### config.mk
export PLATFORM = sky130hd
export DESIGN_NAME = nsw_store
export DESIGN_NICKNAME = d
export VERILOG_FILES = /design/src/rtl/nsw_pkg.sv /design/src/rtl/nsw_store.sv
export VERILOG_INCLUDE_DIRS = /design/src /design/src/rtl
export SDC_FILE = /design/constraint.sdc
export NUM_CORES = 2
export LEC_CHECK = 0
export ABC_AREA = 0
export BUFFER_PORTS_ARGS = -buffer_cell sky130_fd_sc_hd__buf_4
export CAP_MARGIN = 20
export CELL_PAD_IN_SITES_DETAIL_PLACEMENT = 1
export CELL_PAD_IN_SITES_GLOBAL_PLACEMENT = 1
export CORE_UTILIZATION = 48
export DETAILED_ROUTE_END_ITERATION = 8
export PLACE_DENSITY = 0.8
export RECOVER_POWER = 100
export SYNTH_ARGS = -nofsm -noshare
export SYNTH_HDL_FRONTEND = slang
export SYNTH_MEMORY_MAX_BITS = 65536
export SYNTH_SLANG_ARGS = --single-unit
### constraint.sdc
create_clock -name clk -period 19.9 [get_ports clk]
set_input_delay 0 -clock clk [delete_from_list [all_inputs] [get_ports clk]]
set_output_delay 0 -clock clk [all_outputs]
set_load 0.03 [all_outputs]
### src/rtl/assert_macros.svh
// ----------------------------------------------------------------------------
// assert_macros.svh
// Shared concurrent assertion macros for the stopwatch bank.
// ----------------------------------------------------------------------------
`ifndef ASSERT_MACROS_SVH
`define ASSERT_MACROS_SVH

// Same-cycle implication, disabled while in reset.
`define NSW_ASSERT_IMPL(label, clk, rst, ante, cons) \
  label: assert property (@(posedge clk) disable iff (rst) (ante) |-> (cons)) \
    else $error("nsw assertion failed");

// Next-cycle implication, disabled while in reset.
`define NSW_ASSERT_NEXT(label, clk, rst, ante, cons) \
  label: assert property (@(posedge clk) disable iff (rst) (ante) |=> (cons)) \
    else $error("nsw assertion failed");

`endif

### src/rtl/nsw_pkg.sv
// ----------------------------------------------------------------------------
// nsw_pkg
// Types, codes and defaults shared by the stopwatch bank modules.
// ----------------------------------------------------------------------------
`timescale 1ns / 1ps

package nsw_pkg;

  localparam int NUM_TIMERS_DEF = 16;
  localparam int NEST_BITS_DEF  = 8;

  typedef enum logic [1:0] {
    MODE_START = 2'd0,
    MODE_STOP  = 2'd1,
    MODE_MERGE = 2'd2,
    MODE_READ  = 2'd3
  } mode_t;

  typedef enum logic [1:0] {
    FAULT_NONE      = 2'd0,
    FAULT_IDLE_STOP = 2'd1,
    FAULT_SAT       = 2'd2
  } fault_t;

  typedef enum logic [1:0] {
    ST_IDLE,
    ST_LOOK,
    ST_FOLD
  } st_t;

  typedef struct packed {
    mode_t       mode;
    logic [3:0]  timer_id;
    logic [63:0] now_us;
    logic [31:0] merge_intervals;
    logic [63:0] merge_total_us;
    logic [63:0] merge_shortest_us;
    logic [63:0] merge_longest_us;
  } in_t;

  typedef struct packed {
    logic [3:0]  addressed_timer;
    logic        used;
    logic        running;
    logic [31:0] interval_total;
    logic [63:0] elapsed_total_us;
    logic [63:0] shortest_us;
    logic [63:0] longest_us;
    fault_t      fault;
  } out_t;

  // Per-timer statistics as kept in the table.
  typedef struct packed {
    logic [31:0] count;
    logic [63:0] sum;
    logic [63:0] min;
    logic [63:0] max;
  } stats_t;

  // Request to fold a batch of intervals into a timer's stats.
  typedef struct packed {
    logic        en;
    logic [31:0] count;
    logic [63:0] total;
    logic [63:0] lo;
    logic [63:0] hi;
  } fold_req_t;

endpackage

### src/rtl/nsw_store.sv
// ----------------------------------------------------------------------------
// nsw_store
// Timer table: one write port, one registered read port, per-entry valid bits.
// ----------------------------------------------------------------------------
`timescale 1ns / 1ps
`include "assert_macros.svh"

module nsw_store #(
  parameter int NUM_TIMERS = nsw_pkg::NUM_TIMERS_DEF,
  parameter int NEST_BITS  = nsw_pkg::NEST_BITS_DEF
) (
  input  logic                                   clk,
  input  logic                                   rst,
  input  logic                                   rd_en,
  input  logic [(NUM_TIMERS > 1 ? $clog2(NUM_TIMERS) : 1)-1:0] rd_addr,
  input  logic                                   wr_en,
  input  logic [(NUM_TIMERS > 1 ? $clog2(NUM_TIMERS) : 1)-1:0] wr_addr,
  input  logic [NEST_BITS-1:0]                   wr_depth,
  input  logic [63:0]                            wr_start,
  input  nsw_pkg::stats_t                        wr_stats,
  output logic [NEST_BITS-1:0]                   rd_depth,
  output logic [63:0]                            rd_start,
  output nsw_pkg::stats_t                        rd_stats
);

  localparam int WORD_W = NEST_BITS + 64 + $bits(nsw_pkg::stats_t);

  logic [WORD_W-1:0]     mem [NUM_TIMERS];
  logic [NUM_TIMERS-1:0] valid;
  logic [WORD_W-1:0]     rd_word;
  logic                  rd_hit;
  logic [WORD_W-1:0]     rd_view;

  always_ff @(posedge clk) begin
    if (wr_en) begin
      mem[wr_addr] <= {wr_depth, wr_start, wr_stats};
    end
    if (rd_en) begin
      rd_word <= mem[rd_addr];
    end
  end

  // Entries never written since reset read as zero.
  always_ff @(posedge clk) begin
    if (rst) begin
      valid  <= '0;
      rd_hit <= 1'b0;
    end else begin
      if (wr_en) begin
        valid[wr_addr] <= 1'b1;
      end
      if (rd_en) begin
        rd_hit <= valid[rd_addr];
      end
    end
  end

  assign rd_view  = rd_hit ? rd_word : '0;
  assign rd_depth = rd_view[WORD_W-1 -: NEST_BITS];
  assign rd_start = rd_view[$bits(nsw_pkg::stats_t) +: 64];
  assign rd_stats = rd_view[$bits(nsw_pkg::stats_t)-1:0];

  `NSW_ASSERT_IMPL(a_no_rw_overlap, clk, rst, wr_en, !rd_en)

endmodule

==> flow_summary_export.csv <==
group,metric,value,unit
clock_tree,htree_levels,6,
timing,hold_violations,0,
flow_run,maxCapViolations,135,
logic_synthesis,synth-compound-area-share,0.612,%
drt,ant_nets,0,
logic_synthesis,synthArstFlopShare,0,%
timing,fin_hold_ws,0.0224,ns
drt,drt_first_iter_violations,12982,
global_routing,grt_max_degree,157,
placed_design,place_congestion,0.752,
min_path,holdCritPathClass,"primary input to flop",
finish,nets,9397,
finish,synthToLayoutAreaGrowth,17.4,%
logic_synthesis,synth_cells,7562,
logic_synthesis,synth_top_family_by_area,"multiplexers",
timing,post-route-min-period,12.32,ns
drt,routed_wl,538000,um
clock_tree,root_buffer,"clkbuf_16",
die,dieArea,397000,um^2
finish,fillers,32847,
logic_synthesis,yosys.area.top_type,"edfxtp_1",
logic_synthesis,ys.flop_type,"edfxtp_1",
power,total_power,23.0,mW
clock_tree,worstSkewPairLatency,1.06,ns
timing,finalSetupTns,0,ns
placed_design,dp.cells,13180,
clock_tree,numCtsBuffers,518,
logic_synthesis,synth-xor-area-share,0,%
clock_tree,hold_buffers,607,
clock_tree,cts_tree,"yes",
critical_path,cp.arrival,12.94,ns
global_routing,grt_pass1_vias,100271,
global_routing,grt_pass1_wl,751000,um
power,p_leak,70.3,nW
logic_synthesis,synthAdderAreaFrac,0,%
logic_synthesis,synthTopCellsByArea,"edfxtp_1 (80%), mux4_2 (17%), and2_1 (0.98%), mux2i_1 (0.50%), buf_2 (0.45%)",
critical_path,critical_path_required,20.52,ns
logic_synthesis,yosysSeqAreaShare,80.0,%
clock_tree,clockBufferDepth,4,
logic_synthesis,ys_seq_elements,5049,
placed_design,place_area,200000,um^2
timing,setup_viol,0,
finish,fin_area,222000,um^2
die,io_pins,604,
logic_synthesis,synth_warnings,0,
finish,final_common_cell,"edfxtp_1",
logic_synthesis,syn-mean-instance-area,25.0,um^2
timing,fmax,0.0812,GHz
power,p_per_area,103,nW/um^2
timing,fin_crit_sh,61.9,%
die,fp.coreArea,393000,um^2
finish,layout_common_cells,"edfxtp_1 (5032), mux4_2 (1392), dlygate4sd3_1 (608)",
clock_tree,cts_resized,0,
drt,viasPerCell,6.30,
finish,fin_util,56.6,%
logic_synthesis,synth_mux_area_share,17.1,%
logic_synthesis,synth_nets,7870,
power,ir_worst_vdd,94.1,uV
logic_synthesis,yosys.area.top_type_share,79.8,%
logic_synthesis,synth_cell_type_count,23,
die,placementRows,230,
finish,stdcell_count,14798,
timing,fin_ws,7.58,ns
die,die_height,630,um
timing,slew_headroom,-536,%
global_routing,grt.total_usage,26.6,%
logic_synthesis,synth_edf_count,5032,
die,initial_utilization,48.2,%
critical_path,end_kind,"flop",
clock_tree,cts_setup_buffers,0,
drt,drc,0,
critical_path,path_max_fanout,82,
critical_path,path_class,"primary input to flop",
finish,drive_above_1_share,28.9,%
die,fp.dieW,630,um
clock_tree,cts_sinks,5049,
critical_path,setup.worst_path.start_class,"primary input",
drt,dr.pass1.iters,6,
placed_design,dp_hpwl,260000,um
clock_tree,clkTransAtPathRegs,0.06,ns
outcome,violations,"capacitance limit, slew limit",
outcome,status,"complete, but fails checks",
placed_design,portBuffers,603,
global_routing,overflow,0,
placed_design,pre_cts_ws,14.24,ns
timing,worst_pin_slew,9.54,ns
timing,maxSlewViolCount,5535,
logic_synthesis,synth_simple_gate_area_share,1.42,%
drt,vias,93247,
global_routing,antenna_found_initial,89,
timing,clock_skew,0.0770,ns
drt,detail_route.wl_per_cell,36.3,um
logic_synthesis,syn-cell-area,189000,um^2
timing,rsz0062_at_grt,"no",
==> flip-flops by register name (all words and copies together) (netlist names) <==
name	flops
mem	4736
rd_hit	1
rd_word	296
valid	16
==> final cells by class <==
type	count	area, um^2	area share [%]
Antenna cell	77	193	0.0867
Clock buffer	639	13600	6.12
Clock inverter	293	2720	1.22
Multi-Input combinational cell	2118	36200	16.3
Sequential cell	5049	151000	68.1
Tap cell	5220	6530	2.94
Timing Repair Buffer	1402	11600	5.21
==> worst max-delay path: stages <==
cell           delay [ns]
dlygate4sd3_1        0.53
clkbuf_1             0.14
nand3b_1             0.26
nor3_1               0.24
dlygate4sd3_1        0.58
clkbuf_1             5.81
clkbuf_1             2.73
buf_4                0.74
buf_4                0.79
buf_4                0.81
==> power breakdown <==
group / switching (mW) / internal [mW] / total (mW)
clock: 4.34 / 5.27 / 9.60
combinational: 0.719 / 0.548 / 1.27
sequential: 0.104 / 12.0 / 12.1
total: 5.16 / 17.8 / 23.0
==> path summary, 6_finish.rpt <==
kind	slack [ns]	cells past startpoint	endpoint	startpoint
hold / removal	0.02	3	rd_word[295]	rd_addr[0]
hold reg to reg	0.47	2	valid[15]	valid[15]
setup reg to reg	15.62	3	rd_hit	rd_hit
setup / recovery	7.58	10	mem[8][169]	wr_addr[2]
==> routing by layer <==
layer | track usage (%) | wire length [um] | vias to the layer above | part of all wire (%)
met5 | 0 | 160 | - | 0.030
met4 | 13.5 | 29300 | 24 | 5.4
met3 | 4.42 | 47600 | 1382 | 8.9
met1 | 33.2 | 187000 | 49636 | 35
met2 | 45.4 | 274000 | 6490 | 51
li1 | - | - | 35715 | -
==> cell usage after synthesis, types with 12 or more instances <==
cell type     n
mux4_2     1392
nor2b_1      91
dfxtp_1      17
buf_2       172
a211oi_1     90
mux2i_1      94
nor2_1       47
edfxtp_1   5032
and2_1      296
buf_4        12
clkbuf_1    175
buf_1        35
a21oi_1      90
==> logic make-up (layout without fill, tap and decap cells) <==
| family | count (synthesis) | after routing |
|---|---|---|
| AO/OA/AOI/OAI | 184 | 184 |
| buffers and inverters | 395 | 2334 |
| flip-flops | 5049 | 5049 |
| multiplexers | 1486 | 1486 |
| other | 0 | 77 |
| AND/OR/NAND/NOR | 448 | 448 |
No activity file was read; power rests on OpenSTA's default activity.
