--- config.mk ---
export PLATFORM = sky130hd
export DESIGN_NAME = nsw_fold
export DESIGN_NICKNAME = d
export VERILOG_FILES = /design/src/rtl/assert_macros.svh /design/src/rtl/nsw_pkg.sv /design/src/rtl/nsw_fold.sv
export SDC_FILE = /design/constraint.sdc
export NUM_CORES = 1
export LEC_CHECK = 0
export ABC_AREA = 1
export BUFFER_PORTS_ARGS = -buffer_cell sky130_fd_sc_hd__buf_2
export CAP_MARGIN = 40
export CELL_PAD_IN_SITES_DETAIL_PLACEMENT = 2
export CELL_PAD_IN_SITES_GLOBAL_PLACEMENT = 2
export CORE_AREA = 2 2 260 262
export DETAILED_ROUTE_END_ITERATION = 6
export DIE_AREA = 0 0 262 264
export PLACE_DENSITY = 0.8
export SETUP_SLACK_MARGIN = 0.4
export SYNTH_ARGS = -nofsm -noshare
export SYNTH_HDL_FRONTEND = slang
export SYNTH_SLANG_ARGS = --single-unit
--- constraint.sdc ---
create_clock -name vclk -period 3.5
set_input_delay 0.175 -clock vclk [all_inputs]
set_output_delay 0.175 -clock vclk [all_outputs]
set_load 0.1 [all_outputs]
--- src/rtl/assert_macros.svh ---
// ----------------------------------------------------------------------------
// assert_macros.svh
// Shared concurrent assertion macros for the stopwatch bank.
// ----------------------------------------------------------------------------
`ifndef ASSERT_MACROS_SVH
`define ASSERT_MACROS_SVH

// Same-cycle implication, disabled while in reset.
`define NSW_ASSERT_IMPL(label, clk, rst, ante, cons) \
  label: assert property (@(posedge clk) disable iff (rst) (ante) |-> (cons)) \
    else $error("nsw assertion failed");

// Next-cycle implication, disabled while in reset.
`define NSW_ASSERT_NEXT(label, clk, rst, ante, cons) \
  label: assert property (@(posedge clk) disable iff (rst) (ante) |=> (cons)) \
    else $error("nsw assertion failed");

`endif

--- src/rtl/nsw_pkg.sv ---
// ----------------------------------------------------------------------------
// nsw_pkg
// Types, codes and defaults shared by the stopwatch bank modules.
// ----------------------------------------------------------------------------
`timescale 1ns / 1ps

package nsw_pkg;

  localparam int NUM_TIMERS_DEF = 16;
  localparam int NEST_BITS_DEF  = 8;

  typedef enum logic [1:0] {
    MODE_START = 2'd0,
    MODE_STOP  = 2'd1,
    MODE_MERGE = 2'd2,
    MODE_READ  = 2'd3
  } mode_t;

  typedef enum logic [1:0] {
    FAULT_NONE      = 2'd0,
    FAULT_IDLE_STOP = 2'd1,
    FAULT_SAT       = 2'd2
  } fault_t;

  typedef enum logic [1:0] {
    ST_IDLE,
    ST_LOOK,
    ST_FOLD
  } st_t;

  typedef struct packed {
    mode_t       mode;
    logic [3:0]  timer_id;
    logic [63:0] now_us;
    logic [31:0] merge_intervals;
    logic [63:0] merge_total_us;
    logic [63:0] merge_shortest_us;
    logic [63:0] merge_longest_us;
  } in_t;

  typedef struct packed {
    logic [3:0]  addressed_timer;
    logic        used;
    logic        running;
    logic [31:0] interval_total;
    logic [63:0] elapsed_total_us;
    logic [63:0] shortest_us;
    logic [63:0] longest_us;
    fault_t      fault;
  } out_t;

  // Per-timer statistics as kept in the table.
  typedef struct packed {
    logic [31:0] count;
    logic [63:0] sum;
    logic [63:0] min;
    logic [63:0] max;
  } stats_t;

  // Request to fold a batch of intervals into a timer's stats.
  typedef struct packed {
    logic        en;
    logic [31:0] count;
    logic [63:0] total;
    logic [63:0] lo;
    logic [63:0] hi;
  } fold_req_t;

endpackage

--- src/rtl/nsw_fold.sv ---
// ----------------------------------------------------------------------------
// nsw_fold
// Folds a batch of intervals into one timer's stats; saturating count.
// ----------------------------------------------------------------------------
`timescale 1ns / 1ps

module nsw_fold (
  input  nsw_pkg::stats_t   old_stats,
  input  nsw_pkg::fold_req_t req,
  output nsw_pkg::stats_t   new_stats,
  output logic              sat
);

  logic [32:0] cnt_sum;

  always_comb begin
    cnt_sum   = {1'b0, old_stats.count} + {1'b0, req.count};
    new_stats = old_stats;
    sat       = 1'b0;
    if (req.en) begin
      new_stats.sum = old_stats.sum + req.total;
      if (old_stats.count == 32'd0) begin
        new_stats.min = req.lo;
        new_stats.max = req.hi;
      end else begin
        new_stats.min = (req.lo < old_stats.min) ? req.lo : old_stats.min;
        new_stats.max = (req.hi > old_stats.max) ? req.hi : old_stats.max;
      end
      sat             = cnt_sum[32];
      new_stats.count = cnt_sum[32] ? '1 : cnt_sum[31:0];
    end
  end

endmodule

==> results of run 1 <==
==> cell families (layout without fill, tap and decap cells) <==
logic type	after synthesis	in the layout	share of synthesized area, %
AO/OA/AOI/OAI	405	405	16.9
XOR/XNOR	51	51	3.38
adder cells (fa/ha/maj)	224	224	21.4
buffers and inverters	408	1041	13.3
other	0	36	0
AND/OR/NAND/NOR	1422	1423	45.1
==> layer usage <==
metal / up-vias / wire length [um] / GRT usage [%]
li1: 9456 / - / -
met1: 9739 / 38400 / 30.0
met2: 672 / 45000 / 43.8
met3: 193 / 6110 / 5.15
met4: 34 / 4470 / 11.8
met5: - / 216 / 0
==> critical path: cells and delay by family <==
kind            cells  cell delay [ps]
simple gates        8              940
compound gates      3              710
fa+ha+maj           2              660
buf+inv             2              410
==> cell usage after synthesis, drive strengths merged <==
library cell / n
a21o: 8
fa: 2
and2: 1
nor4: 13
o21a: 9
o211ai: 4
clkinv: 2
nand2: 799
nor2: 303
o21ai: 136
nand3: 232
nand4: 27
o21bai: 23
ha: 222
inv: 346
or2: 5
a21oi: 218
buf: 38
a31oi: 5
xnor2: 30
and3: 1
clkbuf: 22
a21boi: 2
xor2: 21
nor3: 28
nand3b: 13
==> timing repair <==
item / 4_1_cts / 5_1_grt
buffers inserted: 0 / 2
hold endpoints to repair: 0 / 0
gates resized for setup: 11 / 32
pin swaps: 0 / 1
cloned: 0 / 2
endpoints found under the setup margin: 18 / 53
==> metrics by stage <==
step           utilization [%]  instance area (sq um)  std cells  hold slack, ps
2_1_floorplan                -                  13200       2510             649
6_report                  29.5                  19600       4053             767
3_3_place_gp              29.0                  19300       4013             759
5_1_grt                   29.4                  19600       4046             779
4_1_cts                   29.1                  19400       4013             766
3_5_place_dp              29.0                  19300       4013             765
==> worst paths after layout <==
kind | to | slack [ps] | startpoint | cells after the start
worst max-delay path | new_stats[170] | 420 | old_stats[128] | 15
worst min-delay path | new_stats[102] | 770 | old_stats[102] | 4
==> power by group through the flow <==
stage | clock network (mW) | logic (mW) | registers, mW
floorplan | 0 | 3.97 | 0
global placement | 0 | 5.93 | 0
detailed placement | 0 | 6.05 | 0
CTS | 0 | 6.07 | 0
global route | 0.00000111 | 6.45 | 0
finish | 0.00000138 | 6.13 | 0
==> layout make-up <==
class	count	area (sq um)
repair buffers	693	5580
inverters	348	1310
fillers	8445	47000
multi-input cells	2103	11500
well taps	873	1090
diodes	36	90.1
==> results.json, run 1 <==
{
  "status": "finished clean",
  "finalCritPeriodShare_pct": 88.0,
  "syn-cell-area_sq_mm": 0.0132,
  "setup_tns_ps": 0,
  "critPathMaxFanout": 4,
  "place_hpwl_mm": 83.9,
  "start_util_pct": 19.8,
  "netlist.area_leader.share_pct": 22.4,
  "grt_pass1_vias": 21800,
  "power_density_mw_per_mm2": 313,
  "num_vias": 20100,
  "yosysTopAreaCell": "nand2_1",
  "period_needed_ps": 3080,
  "crit_required_ps": 3320,
  "drtAntennaViolNets": 0,
  "grt_max_degree": 65,
  "fin_nets": 3819,
  "synth_nets": 3183,
  "critPathMaxStageDelay_ps": 400,
  "dieArea_sq_mm": 0.0692,
  "rsz0062_at_grt": "yes",
  "drive_gt1_share_pct": 24.1,
  "avgSynthCellArea_sq_um": 5.26,
  "max-cap-violations": 0,
  "viasPerCell": 4.96,
  "yosysSeqAreaShare_pct": 0,
  "path_cells": "buf_2 -> ha_1 -> fa_1 -> nand2_1 -> o21ai_4 -> nand2_1 -> nand2_2 -> a21oi_2 -> o21ai_2 -> nand2_1 -> nand2_1 -> nand2_1 -> nand3_1 -> nand2_1 -> buf_4",
  "num_rows": 95,
  "finalHoldViolations": 0,
  "io_pins": 674,
  "power.share.sequential_pct": 0,
  "die_h_um": 264,
  "layout_setup_ws_ps": 420,
  "relSlewSlack_pct": 53.5,
  "cts_hold_buf": 0,
  "core_sq_mm": 0.0666,
  "mostFrequentLayoutCells": "nand2_1, buf_2, inv_1",
  "fmax_ghz": 0.325,
  "crit_type": "input port to output pin",
  "drc_errors": 0,
  "cp_slowest_cell": "fa_1",
  "power_mw": 6.13,
  "p_leak_nw": 10.7,
  "drtIter0Drc": 874,
  "grt_overflow": 0,
  "hp-class": "input port to output pin",
  "area_growth_pct": 48.6,
  "p_int_mw": 1.68,
  "arrival_ps": 2910,
  "cp-start-kind": "input port",
  "grt_usage_pct": 25.4,
  "power_frac_clock_pct": 0,
  "routed_wl_mm": 94.3,
  "grt_first_pass_wirelength_mm": 135,
  "synth.distinct_cells": 47,
  "syn_inst": 2510,
  "dp_slack_ps": 223,
  "register_area_sq_um": 0,
  "n_sequential_cell": 0,
  "port_buffers": 674,
  "setup_viol": 0,
  "antenna_found_initial": 54,
  "ys_warn_count": 0,
  "end_kind": "output pin",
  "die_w_um": 262,
  "wire_per_inst_um": 23.3,
  "p_sw_share_pct": 72.6,
  "first_pass_iters": 5,
  "drv_slew": 0,
  "ys_top_cells_by_area": "nand2_1, ha_1, inv_1, nand3_1, nor2_1",
  "p_sw_mw": 4.45,
  "clock_buffers": 0,
  "final_common_cell": "nand2_1",
  "p_comb_share_pct": 100.0,
  "ir_worst_vdd_v": 0.000180,
  "tightestPinTransition_ps": 698,
  "gp_congestion": 0.969,
  "cp_common_cell": "nand2_1"
}
Note: power is estimated with default switching activity, not from simulation.
==> run 2, diff against run 1 <==
PLACE_DENSITY = 0.83   (was 0.8)
TNS_END_PERCENT = 100   (was unset)
clock period = 2.8 ns   (was 3.5 ns; I/O delays follow)
==> run 2 against run 1 <==
The run now fails in global routing (5_1_grt). Synthesized cell count did not move. Synthesized area unchanged.
==> results.json, run 2 <==
{
  "status": "stopped before the end",
  "lastStage": "global routing (5_1_grt)",
  "stop_error": "[ERROR GRT-0232] Routing congestion too high. Check the congestion heatmap in the GUI.",
  "ys_warn_count": 0,
  "synth.most_common_cell": "nand2_1",
  "num_rows": 95,
  "grt_overflow": 12,
  "worst_endpoint": "new_stats[55]",
  "start_util_pct": 19.8,
  "port_buffers": 674,
  "synth.distinct_cells": 47,
  "ys_top_cells_by_area": "nand2_1, ha_1, inv_1, nand3_1, nor2_1",
  "netlist.area_leader.share_pct": 22.4,
  "worst-ep-kind": "output port",
  "cts_hold_buf": 0,
  "grt_max_degree": 65,
  "gp_congestion": 0.946,
  "antenna_found_initial": 68,
  "syn-cell-area_sq_mm": 0.0132,
  "yosysTopAreaCell": "nand2_1",
  "syn_inst": 2510,
  "avgSynthCellArea_sq_um": 5.26,
  "synth_common_cells": "nand2_1, inv_1, nor2_1",
  "die_h_um": 264,
  "die_w_um": 262,
  "synth_nets": 3183,
  "grt_usage_pct": 46.9,
  "place_hpwl_mm": 86.1,
  "io_pins": 674,
  "yosysSeqAreaShare_pct": 0
}
[run 2: cell counts after synthesis]
No cell type changed its count.
[run 2: routing by layer]
layer | global-route usage (%) | GRT overflow
met5 | 9.69 | 0
met4 | 40.7 | 6
met3 | 29.6 | 0
met2 | 65.8 | 6
met1 | 47.5 | 0
[run 2: metrics by stage]
step	std cells	worst slack, ps	hold slack [ps]	instance area [sq um]
2_1_floorplan	2510	-234	571	13500
3_3_place_gp	4057	101	678	20800
3_5_place_dp	4057	-85.0	681	20800
4_1_cts	4108	280	664	23600
[run 2: logic make-up after synthesis]
kind of cell,count (synthesis),share of synthesized area [%]
simple gates,1422,45.1
buf+inv,408,13.3
compound gates,405,16.9
fa+ha+maj,224,21.4
xor+xnor,51,3.38
[run 2: repair_timing]
item | 4_1_cts
pin swaps | 117
setup buffers | 30
gates resized for setup | 519
setup endpoints to repair | 214
endpoints found under the hold margin | 0
gates cloned | 21
==> run 3, diff against run 2 <==
CELL_PAD_IN_SITES_DETAIL_PLACEMENT = unset   (was 2)
CELL_PAD_IN_SITES_GLOBAL_PLACEMENT = unset   (was 2)
PLACE_DENSITY = unset   (was 0.83)
PLACE_DENSITY_LB_ADDON = 0.15   (was unset)
SETUP_SLACK_MARGIN = unset   (was 0.4)
clock period = 3.6 ns   (was 2.8 ns; I/O delays follow)
==> run 3 against run 2 <==
The flow now finishes without violations.
==> results.json, run 3 (synthesized netlist as in run 1, its figures left out) <==
{
  "clock_buffers": 0,
  "cp-start-kind": "input port",
  "grt_usage_pct": 20.5,
  "cp_common_cell": "nand2_1",
  "drive_gt1_share_pct": 23.6,
  "drtAntennaViolNets": 0,
  "arrival_ps": 3100,
  "max-cap-violations": 0,
  "place_hpwl_mm": 67.4,
  "hp-class": "input port to output pin",
  "period_needed_ps": 3280,
  "fin_nets": 3815,
  "die_h_um": 264,
  "drtIter0Drc": 1182,
  "io_pins": 674,
  "tightestPinTransition_ps": 860,
  "cts_setup_buffers": 0,
  "post_dp_cell_area_sq_mm": 0.0184,
  "wire_per_inst_um": 18.8,
  "holdCritStartpoint": "old_stats[84]",
  "ir_worst_vdd_v": 0.000171,
  "holdPathStages": 4,
  "core_sq_mm": 0.0666,
  "min_to": "new_stats[84]",
  "num_rows": 95,
  "finalHoldViolations": 0,
  "crit_required_ps": 3420,
  "grt_overflow": 0,
  "crit_type": "input port to output pin",
  "rsz0062_at_grt": "no",
  "fillCellCount": 7948,
  "routed_wl_mm": 75.6,
  "num_vias": 18400,
  "register_area_sq_um": 0,
  "viasPerCell": 4.58,
  "setup_viol": 0,
  "power_mw": 5.40,
  "die_w_um": 262,
  "mostFrequentLayoutCells": "nand2_1, buf_2, inv_1",
  "path_cells": "buf_2 -> ha_1 -> fa_1 -> nand2_1 -> o21ai_2 -> a21oi_1 -> inv_1 -> nand2_1 -> nand3_1 -> nand2_1 -> nand2_1 -> nand2_1 -> nand3_1 -> nand2_1 -> buf_2",
  "setup_tns_ps": 0,
  "ctsResizeCount": 0,
  "fmax_ghz": 0.305,
  "critPathMaxFanout": 5,
  "final_cells": 4023,
  "power_density_mw_per_mm2": 293,
  "relSlewSlack_pct": 42.1,
  "final_common_cell": "nand2_1",
  "grt_first_pass_wirelength_mm": 109,
  "p_leak_nw": 10.3,
  "port_buffers": 674,
  "dieArea_sq_mm": 0.0692,
  "first_pass_iters": 5,
  "cts_hold_buf": 0,
  "grt_max_degree": 88,
  "final_util_pct": 27.7,
  "grt_pass1_vias": 18000,
  "finalInstanceArea_sq_mm": 0.0184,
  "cp_slowest_cell": "buf_2",
  "cp_top_family": "simple AND/OR/NAND/NOR gates",
  "finalCritPeriodShare_pct": 91.2,
  "cp_num_buf_inv": 3,
  "antenna_found_initial": 21,
  "status": "finished clean",
  "start_util_pct": 19.8,
  "place_inst": 4013,
  "drv_slew": 0,
  "n_sequential_cell": 0,
  "drc_errors": 0,
  "gp_congestion": 0.950,
  "area_growth_pct": 39.7,
  "critPathMaxStageDelay_ps": 430,
  "end_kind": "output pin"
}
## run 3: through the flow
step                setup WS, ps  hold slack [ps]
floorplan                   24.2              659
global placement             280              768
detailed placement           276              764
CTS                          274              764
global route                72.2              779
finish                       318              765
## run 3: area by class of cell
type               count  area (sq um)  area share [%]
multi-input cells   2102         11400            62.1
repair buffers       690          4560            24.8
inverters            348          1310            7.09
well taps            873          1090            5.93
diodes                10          25.0           0.136
## run 3: worst max-delay path by stage
stage                         startpoint             end  slack (ps)  depth (start not counted)
after floorplan           old_stats[130]  new_stats[143]          20                          7
after global placement    old_stats[128]  new_stats[184]         280                         15
after detailed placement  old_stats[128]  new_stats[184]         280                         15
after CTS                 old_stats[128]  new_stats[184]         270                         15
after global routing      old_stats[128]  new_stats[184]          70                         15
final                     old_stats[128]  new_stats[184]         320                         15
## run 3: power breakdown
group / switching, mW / total [mW] / internal [mW]
combinational: 4.05 / 5.40 / 1.35
sequential: 0 / 0 / 0
clock: 0 / 0.000000375 / 0.000000375
total: 4.05 / 5.40 / 1.35
## run 3: per-layer routing
| metal | wire (um) | share of wire (%) | GRT usage (%) |
|---|---|---|---|
| met1 | 32300 | 43 | 26.1 |
| met4 | 1450 | 1.9 | 4.31 |
| met5 | 84 | 0.11 | 0 |
| met3 | 6100 | 8.1 | 4.35 |
| met2 | 35700 | 47 | 35.4 |
## run 3: worst min-delay path: cells and delay by family
kind                   cells  cell delay (ps)
buffers and inverters      2              270
AND/OR/NAND/NOR            2              140
==> run 4, diff against run 3 <==
clock period = 3.7 ns   (was 3.6 ns; I/O delays follow)
==> run 4 against run 3 <==
Via count grew 0.13%. Core utilization grew 1.5 points. Die area is the same. Combinational power grew 3%. First-iteration DRC count grew 9.2%. Setup slack gained 110 ps. Global-route usage grew 0.55 points. Largest cell class unchanged.
==> results.json, run 4 (synthesized netlist as in run 1, its figures left out) <==
{
  "register_area_sq_um": 0,
  "crit_type": "input port to output pin",
  "holdPathStages": 4,
  "num_vias": 18500,
  "cts_setup_buffers": 0,
  "period_needed_ps": 3270,
  "rsz0062_at_grt": "no",
  "die_w_um": 262,
  "wl_met2_mm": 36.6,
  "num_rows": 95,
  "met3_wirelength_mm": 4.94,
  "area_growth_pct": 47.0,
  "mostFrequentLayoutCells": "nand2_1, buf_2, inv_1",
  "port_buffers": 674,
  "first_pass_iters": 5,
  "gp_congestion": 0.939,
  "hp-class": "input port to output pin",
  "ir_worst_vdd_v": 0.000163,
  "critPathMaxFanout": 5,
  "power_density_mw_per_mm2": 286,
  "grt_pass1_vias": 17900,
  "setup_tns_ps": 0,
  "setup_viol": 0,
  "p_leak_nw": 10.6,
  "drtAntennaViolNets": 0,
  "drtIter0Drc": 1291,
  "place_hpwl_mm": 69.5,
  "grt_first_pass_wirelength_mm": 111,
  "highest_layer": "met5",
  "grt_usage_pct": 21.1,
  "clock_buffers": 0,
  "cts_hold_buf": 0,
  "start_util_pct": 19.8,
  "final_util_pct": 29.1,
  "cp-start-kind": "input port",
  "grt_max_degree": 76,
  "dieArea_sq_mm": 0.0692,
  "status": "finished clean",
  "viasPerCell": 4.58,
  "crit_required_ps": 3510,
  "end_kind": "output pin",
  "routed_wl_mm": 77.4,
  "io_pins": 674,
  "tightestPinTransition_ps": 906,
  "max-cap-violations": 0,
  "relSlewSlack_pct": 38.9,
  "drive_gt1_share_pct": 23.8,
  "ctsResizeCount": 0,
  "wire_per_inst_um": 19.2,
  "core_sq_mm": 0.0666,
  "finalCritPeriodShare_pct": 88.4,
  "met1_length_mm": 33.7,
  "drv_slew": 0,
  "final_common_cell": "nand2_1",
  "grt_overflow": 0,
  "fin_nets": 3823,
  "n_sequential_cell": 0,
  "finalHoldViolations": 0,
  "drc_errors": 0,
  "arrival_ps": 3090,
  "fmax_ghz": 0.306,
  "antenna_found_initial": 22,
  "die_h_um": 264
}
run 4: cell types whose count changed in the layout (fill, tap and decap cells not counted), sizes merged:
cell / previous run / this run
buf: 690 / 698
diode: 10 / 11
run 4: critical path: stages:
cell	delay, ps
buf_2	90
ha_1	280
fa_1	240
nand2_1	80
o21ai_2	340
nand2_1	110
nand2_2	180
nand3_1	100
nand2_1	140
nand2_1	90
nand2_1	250
nand2_1	200
nand3_1	110
nand3_1	120
nand2_1	110
buf_2	450
run 4: worst paths after layout:
| path | to | start |
|---|---|---|
| worst max-delay path | new_stats[190] | old_stats[128] |
| worst min-delay path | new_stats[18] | old_stats[18] |
run 4: area by class of cell:
class                      instances  area [sq um]
fill                            7778         47200
tap                              873          1090
antenna                           11          27.5
timing repair buffer             698          5530
multi-input combinational       2102         11400
inverter                         348          1310
run 4: power breakdown:
part	internal [mW]	total, mW	switching [mW]	leakage [nW]
logic	1.55	5.54	3.99	10.6
registers	0	0	0	0
clock network	0.000000399	0.000000399	0	0.0000697
run 4: per-layer routing:
| metal | global-route usage, % | vias up |
|---|---|---|
| met4 | 5.13 | 18 |
| met1 | 27.4 | 8270 |
| li1 | - | 9450 |
| met2 | 36.7 | 637 |
| met5 | 0 | - |
| met3 | 2.57 | 80 |
run 4: stage by stage:
step / power [mW] / setup slack [ps] / instance area, sq um / hold slack (ps) / cells
after global routing: 5.87 / 212 / 19400 / 792 / 4031
after CTS: 5.56 / 398 / 19400 / 779 / 4021
after floorplan: 3.74 / 7.47 / 13200 / 669 / 2510
final: 5.54 / 430 / 19400 / 774 / 4032
after detailed placement: 5.54 / 400 / 19400 / 779 / 4021
after global placement: 5.56 / 374 / 19400 / 778 / 4021
